<file path="src/hdl/bba_pkg.sv">
`default_nettype none
package bba_pkg;

  // Map geometry
  localparam int MAP_BITS  = 32768;
  localparam int MAP_WORDS = MAP_BITS / 32;
  localparam int WADDR_W   = (MAP_WORDS > 1) ? $clog2(MAP_WORDS) : 1;
  localparam int IDX_W     = WADDR_W + 5;   // bit index into the map
  localparam int CNT_W     = IDX_W + 1;     // bit count in use, up to MAP_BITS
  localparam int PTR_W     = WADDR_W + 1;   // word pointer, up to MAP_WORDS

  // Request kinds
  localparam logic [1:0] KIND_ALLOC = 2'd0;
  localparam logic [1:0] KIND_FREE  = 2'd1;
  localparam logic [1:0] KIND_LOAD  = 2'd2;
  localparam logic [1:0] KIND_TOTAL = 2'd3;

  // Response status codes
  localparam logic [1:0] STS_DONE     = 2'd0;
  localparam logic [1:0] STS_NO_SPACE = 2'd1;
  localparam logic [1:0] STS_RANGE    = 2'd2;

  // Configuration register indexes
  localparam int         CFG_IDX_W       = 4;
  localparam logic [3:0] CFG_FIRST_BLOCK = 4'd0;
  localparam logic [3:0] CFG_BIT_COUNT   = 4'd1;

  // Controller to datapath commands
  typedef struct packed {
    logic       req_ready;
    logic       clr_step;
    logic       scan_rd;
    logic       alloc_commit;
    logic       rmw_rd;
    logic       rmw_wr;
    logic       set_total;
    logic       sts_set;
    logic [1:0] sts_code;
    logic       out_load;
  } cmd_t;

  // Datapath to controller status
  typedef struct packed {
    logic       in_valid;
    logic [1:0] in_kind;
    logic [1:0] req_kind;
    logic       clr_last;
    logic       scan_hit;
    logic       scan_end;
    logic       in_range;
    logic       out_busy;
  } sts_t;

endpackage
`default_nettype wire

</file>
<file path="src/hdl/bba_ctrl.sv">
`default_nettype none
module bba_ctrl (
  input  wire logic          clk,
  input  wire logic          rst_n,
  input  wire bba_pkg::sts_t sts,
  output bba_pkg::cmd_t      cmd
);
  import bba_pkg::*;

  localparam logic [2:0] ST_CLEAR = 3'd0;
  localparam logic [2:0] ST_IDLE  = 3'd1;
  localparam logic [2:0] ST_SCAN  = 3'd2;
  localparam logic [2:0] ST_RD    = 3'd3;
  localparam logic [2:0] ST_WR    = 3'd4;
  localparam logic [2:0] ST_SET   = 3'd5;
  localparam logic [2:0] ST_RESP  = 3'd6;

  logic [2:0] state_r, state_nxt;

  // Next state and commands
  always_comb begin
    state_nxt = state_r;
    cmd       = '0;
    case (state_r)
      ST_CLEAR: begin
        cmd.clr_step = 1'b1;
        if (sts.clr_last) state_nxt = ST_IDLE;
      end
      ST_IDLE: begin
        cmd.req_ready = 1'b1;
        if (sts.in_valid) begin
          case (sts.in_kind)
            KIND_ALLOC: state_nxt = ST_SCAN;
            KIND_FREE,
            KIND_LOAD:  state_nxt = ST_RD;
            default:    state_nxt = ST_SET;
          endcase
        end
      end
      ST_SCAN: begin
        cmd.scan_rd = 1'b1;
        if (sts.scan_hit) begin
          cmd.alloc_commit = 1'b1;
          state_nxt        = ST_RESP;
        end else if (sts.scan_end) begin
          cmd.sts_set  = 1'b1;
          cmd.sts_code = STS_NO_SPACE;
          state_nxt    = ST_RESP;
        end
      end
      ST_RD: begin
        if (sts.req_kind == KIND_FREE && !sts.in_range) begin
          cmd.sts_set  = 1'b1;
          cmd.sts_code = STS_RANGE;
          state_nxt    = ST_RESP;
        end else begin
          cmd.rmw_rd = 1'b1;
          state_nxt  = ST_WR;
        end
      end
      ST_WR: begin
        cmd.rmw_wr = 1'b1;
        state_nxt  = ST_RESP;
      end
      ST_SET: begin
        cmd.set_total = 1'b1;
        state_nxt     = ST_RESP;
      end
      ST_RESP: begin
        if (!sts.out_busy) begin
          cmd.out_load = 1'b1;
          state_nxt    = ST_IDLE;
        end
      end
      default: state_nxt = ST_CLEAR;
    endcase
  end

  always_ff @(posedge clk) begin
    if (!rst_n) state_r <= ST_CLEAR;
    else        state_r <= state_nxt;
  end

endmodule
`default_nettype wire

</file>
<file path="config.mk">
export PLATFORM = sky130hd
export DESIGN_NAME = bba_ctrl
export DESIGN_NICKNAME = d
export VERILOG_FILES = /design/src/hdl/bba_pkg.sv /design/src/hdl/bba_ctrl.sv
export SDC_FILE = /design/constraint.sdc
export NUM_CORES = 1
export LEC_CHECK = 0
export ABC_AREA = 1
export BUFFER_PORTS_ARGS = -buffer_cell sky130_fd_sc_hd__buf_4
export CAP_MARGIN = 20
export CELL_PAD_IN_SITES_DETAIL_PLACEMENT = 2
export CELL_PAD_IN_SITES_GLOBAL_PLACEMENT = 2
export CORE_MARGIN = 3
export CORE_UTILIZATION = 16
export CTS_CLUSTER_DIAMETER = 80
export DETAILED_ROUTE_END_ITERATION = 12
export PLACE_DENSITY_LB_ADDON = 0.1
export REMOVE_ABC_BUFFERS = 1
export SLEW_MARGIN = 10
export SYNTH_ARGS = -nofsm -noshare
export SYNTH_HDL_FRONTEND = slang
export SYNTH_SLANG_ARGS = --single-unit
export TNS_END_PERCENT = 5
</file>
<file path="constraint.sdc">
create_clock -name clk -period 1.5 [get_ports clk]
set_clock_uncertainty 0.2 [all_clocks]
set_input_delay 0.225 -clock clk [delete_from_list [all_inputs] [get_ports clk]]
set_output_delay 0.225 -clock clk [all_outputs]
set_load 0.02 [all_outputs]
</file>
==> summary.txt <==
Run status
  – Run status: finished, violations left
  – Violations in the final reports: setup timing

Clock tree
  – CTS tree: built
  – Deepest clock path buffer count: 2
  – TritonCTS sink count: 3
  – Clock root buffer: clkbuf_4
  – Count of hold-fix buffers inserted at cts: 0
  – H-tree depth reported by CTS: 1
  – Number of buffers added by the clock tree synthesis step: 3
  – Insertion delay of the later-clocked pin in the worst-skew pair: 240 ps
  – Clock edge transition at the registers on the reported setup and hold paths: 40 ps

STA
  – Final Cycle Share: 104%
  – Shortest period the worst path allows: 1560 ps
  – PnR worst setup slack: -55.8 ps
  – Worst hold slack after final layout: 53.0 ps
  – Final number of hold-violating endpoints: 0
  – Achievable Freq: 0.643 GHz
  – Max transition margin: 81.9%
  – Setup repair after global routing missed its margin: yes
  – Final setup fails: 12
  – Final number of max-transition violations: 0
  – Worst-Margin Slew: 271 ps

Setup path
  – Setup CP Type: reg -> out
  – Dominant cell type by count on the critical path: nand2_4
  – Worst path required time: 1070 ps
  – Largest delay contributor family on the critical path: flip-flops
  – Cell type of the slowest stage on the worst timing path: dfxtp_4
  – R2R Setup Slk: -20 ps
  – Origin of the critical flop-to-flop path: state_r[0]$_SDFFE_PN0P_
  – Kind of launch point of the worst setup path: flop
  – Series of cell instances along the critical path: nand2_4 > nor2_4 > nand2_4 > o21ai_4 > buf_6
  – Critical path buffers and inverters: 1
  – R2R Path End: state_r[0]$_SDFFE_PN0P_
  – Maximum cell stage delay along the critical path: 380 ps
  – CP max FO: 3
  – Critical path capture point type: primary output
  – R2R cell count: 8
  – Arrival time of data at the critical path endpoint: 1130 ps

Global route
  – Global route overflow: 0
  – Met3 Use GR: 0.875%
  – Number of antenna violations at the first check in global routing: 0
  – Total global-route track usage: 13.3%
  – Maximum number of pins on one net before global-route repair: 8
  – Number of global-route vias before repair: 577
  – Busiest metal layer after global routing: met2
  – Met2 global-route usage: 25.8%
  – Met1 capacity usage during global routing: 15.4%
  – Global-route wire length before repair: 2.63 mm

Route
  – Via density: 4.22
  – Length of the first detailed-routing pass in iterations: 3
  – Iter 0 DRT Violations: 3
  – DR DRC count: 0
  – Vias: 527
  – Total detailed-routing wirelength: 1.91 mm
  – Count of antenna-violating nets left after detailed routing: 0
  – Average routed wire per standard cell: 15.3 um

Final layout
  – Non-filler instance count after layout: 125
  – Area growth syn-to-layout: 141%
  – Largest reg by FF count: state_r
  – Total Nets Final: 113
  – Share of layout cells above drive strength 1: 62.0%
  – Max reg flops: 3
  – Antenna diode count: 0
  – Largest registers: state_r (3)
  – Commonest cells after routing, fill and taps aside: buf_4 (24), inv_1 (11), nand2_1 (11)
  – Most frequent standard cell in the layout excluding fill and tap cells: buf_4

Die
  – Die ar.: 2640 sq um
  – Die outline height: 51.4 um
  – Horizontal extent of the die: 51.4 um
  – Ports placed on the boundary: 23
  – Count of standard-cell rows: 15
  – Starting Density: 17.9%
  – Core footprint: 1840 sq um

Place
  – Number of input and output port buffers inserted: 22
  – Number of placed instances, taps included: 113
  – Final weighted congestion in routability-driven placement: 0.751
  – Placed wire-length estimate after detailed placement: 1.11 mm
  – Pre-CTS worst setup slack: 18.1 ps

Power
  – Leak: 0.434 nW
  – Maximum vdd ir drop: 0.767 mV
  – Power density of the placed cells: 1740 nW/um^2

Synth
  – Yosys synthesis warning count: 0
  – Synthesized cell area: 329 sq um
  – Register bit count reported by yosys: 3
  – Share of synthesized area occupied by flip-flops and latches: 18.3%
  – Mean Syn Cell Area: 5.22 sq um
  – Distinct cell type count of the synthesized netlist: 14
  – Cells after Synth: 63

Flow run
  – Total of max-cap violations: 0

Min path
  – Cell depth of the worst hold path: 3
  – Worst min-delay path endpoint: state_r[1]$_SDFFE_PN0P_
  – Startpoint of the most critical hold path: rst_n
  – Hold Crit Class: in -> reg
## cells by family after synthesis
family	Yosys count	share of synthesized area, %
compound gates	6	9.12
simple gates	38	53.2
buf+inv	16	19.4
flops	3	18.3
## cell usage after synthesis
cell / instances / share of area (%)
dfxtp_1: 3 / 18
nand3_1: 6 / 9.1
nand3b_1: 2 / 4.6
nand3_2: 1 / 3.0
inv_2: 1 / 1.1
nor2_2: 1 / 1.9
nor2_1: 9 / 10
nor3_1: 2 / 3.0
nor3_2: 1 / 3.0
inv_1: 14 / 16
nand2_1: 16 / 18
buf_4: 1 / 2.3
a21oi_1: 3 / 4.6
o21ai_0: 3 / 4.6
## metal layers
layer	part of all wire, %	up-vias
met5	0	-
met4	0	0
met3	2.2	0
met2	58	8
met1	39	255
li1	-	264
## worst register-to-register path: cells and delay by family, from the launching register on
kind	cells	cell delay, ps
buffers and inverters	2	270
DFF	1	380
and+or+nand+nor	5	480
AOI/OAI and AO/OA	1	120
## worst max path at each step
stage,endpoint,depth (start not counted),start,slack (ps)
after floorplan,cmd[3],3,state_r[2]$_SDFFE_PN0P_,-60
after global routing,cmd[3],4,state_r[1]$_SDFFE_PN0P_,-120
final,cmd[3],5,state_r[0]$_SDFFE_PN0P_,-60
after CTS,cmd[3],5,state_r[1]$_SDFFE_PN0P_,-60
after detailed placement,cmd[3],5,state_r[1]$_SDFFE_PN0P_,20
after global placement,cmd[3],4,state_r[2]$_SDFFE_PN0P_,80
## power breakdown
| group | internal (mW) | leakage (nW) | switching [mW] | total (mW) |
|---|---|---|---|---|
| Combinational | 0.445 | 0.392 | 0.586 | 1.03 |
| Sequential | 0.131 | 0.0264 | 0.0715 | 0.202 |
| Clock | 0.100 | 0.0150 | 0.0478 | 0.148 |
## layout make-up
cell class                 instances  area [sq um]
clock buffer                       4          26.3
inverter                          15          61.3
multi-input combinational         44           314
tap                               25          31.3
fill                             230          1040
sequential                         3          68.8
timing repair buffer              34           293
## per-stage QoR
step / cell area [sq um] / total power, mW / utilization (%) / setup TNS, ps
after floorplan: 322 / 0.552 / - / -56.7
after global placement: 548 / 0.839 / 29.8 / 0
after detailed placement: 548 / 0.847 / 29.8 / 0
after CTS: 711 / 1.23 / 38.6 / -279
after global routing: 795 / 1.50 / 43.2 / -1270
final: 795 / 1.38 / 43.2 / -298
## repair_timing
| action | CTS | global route |
|---|---|---|
| pin swaps | 8 | 7 |
| buffers inserted | 6 | 2 |
| setup endpoints to repair | 11 | 13 |
| cloned | 0 | 0 |
| gates resized for setup | 29 | 18 |
(Power assumes the default switching activity.)
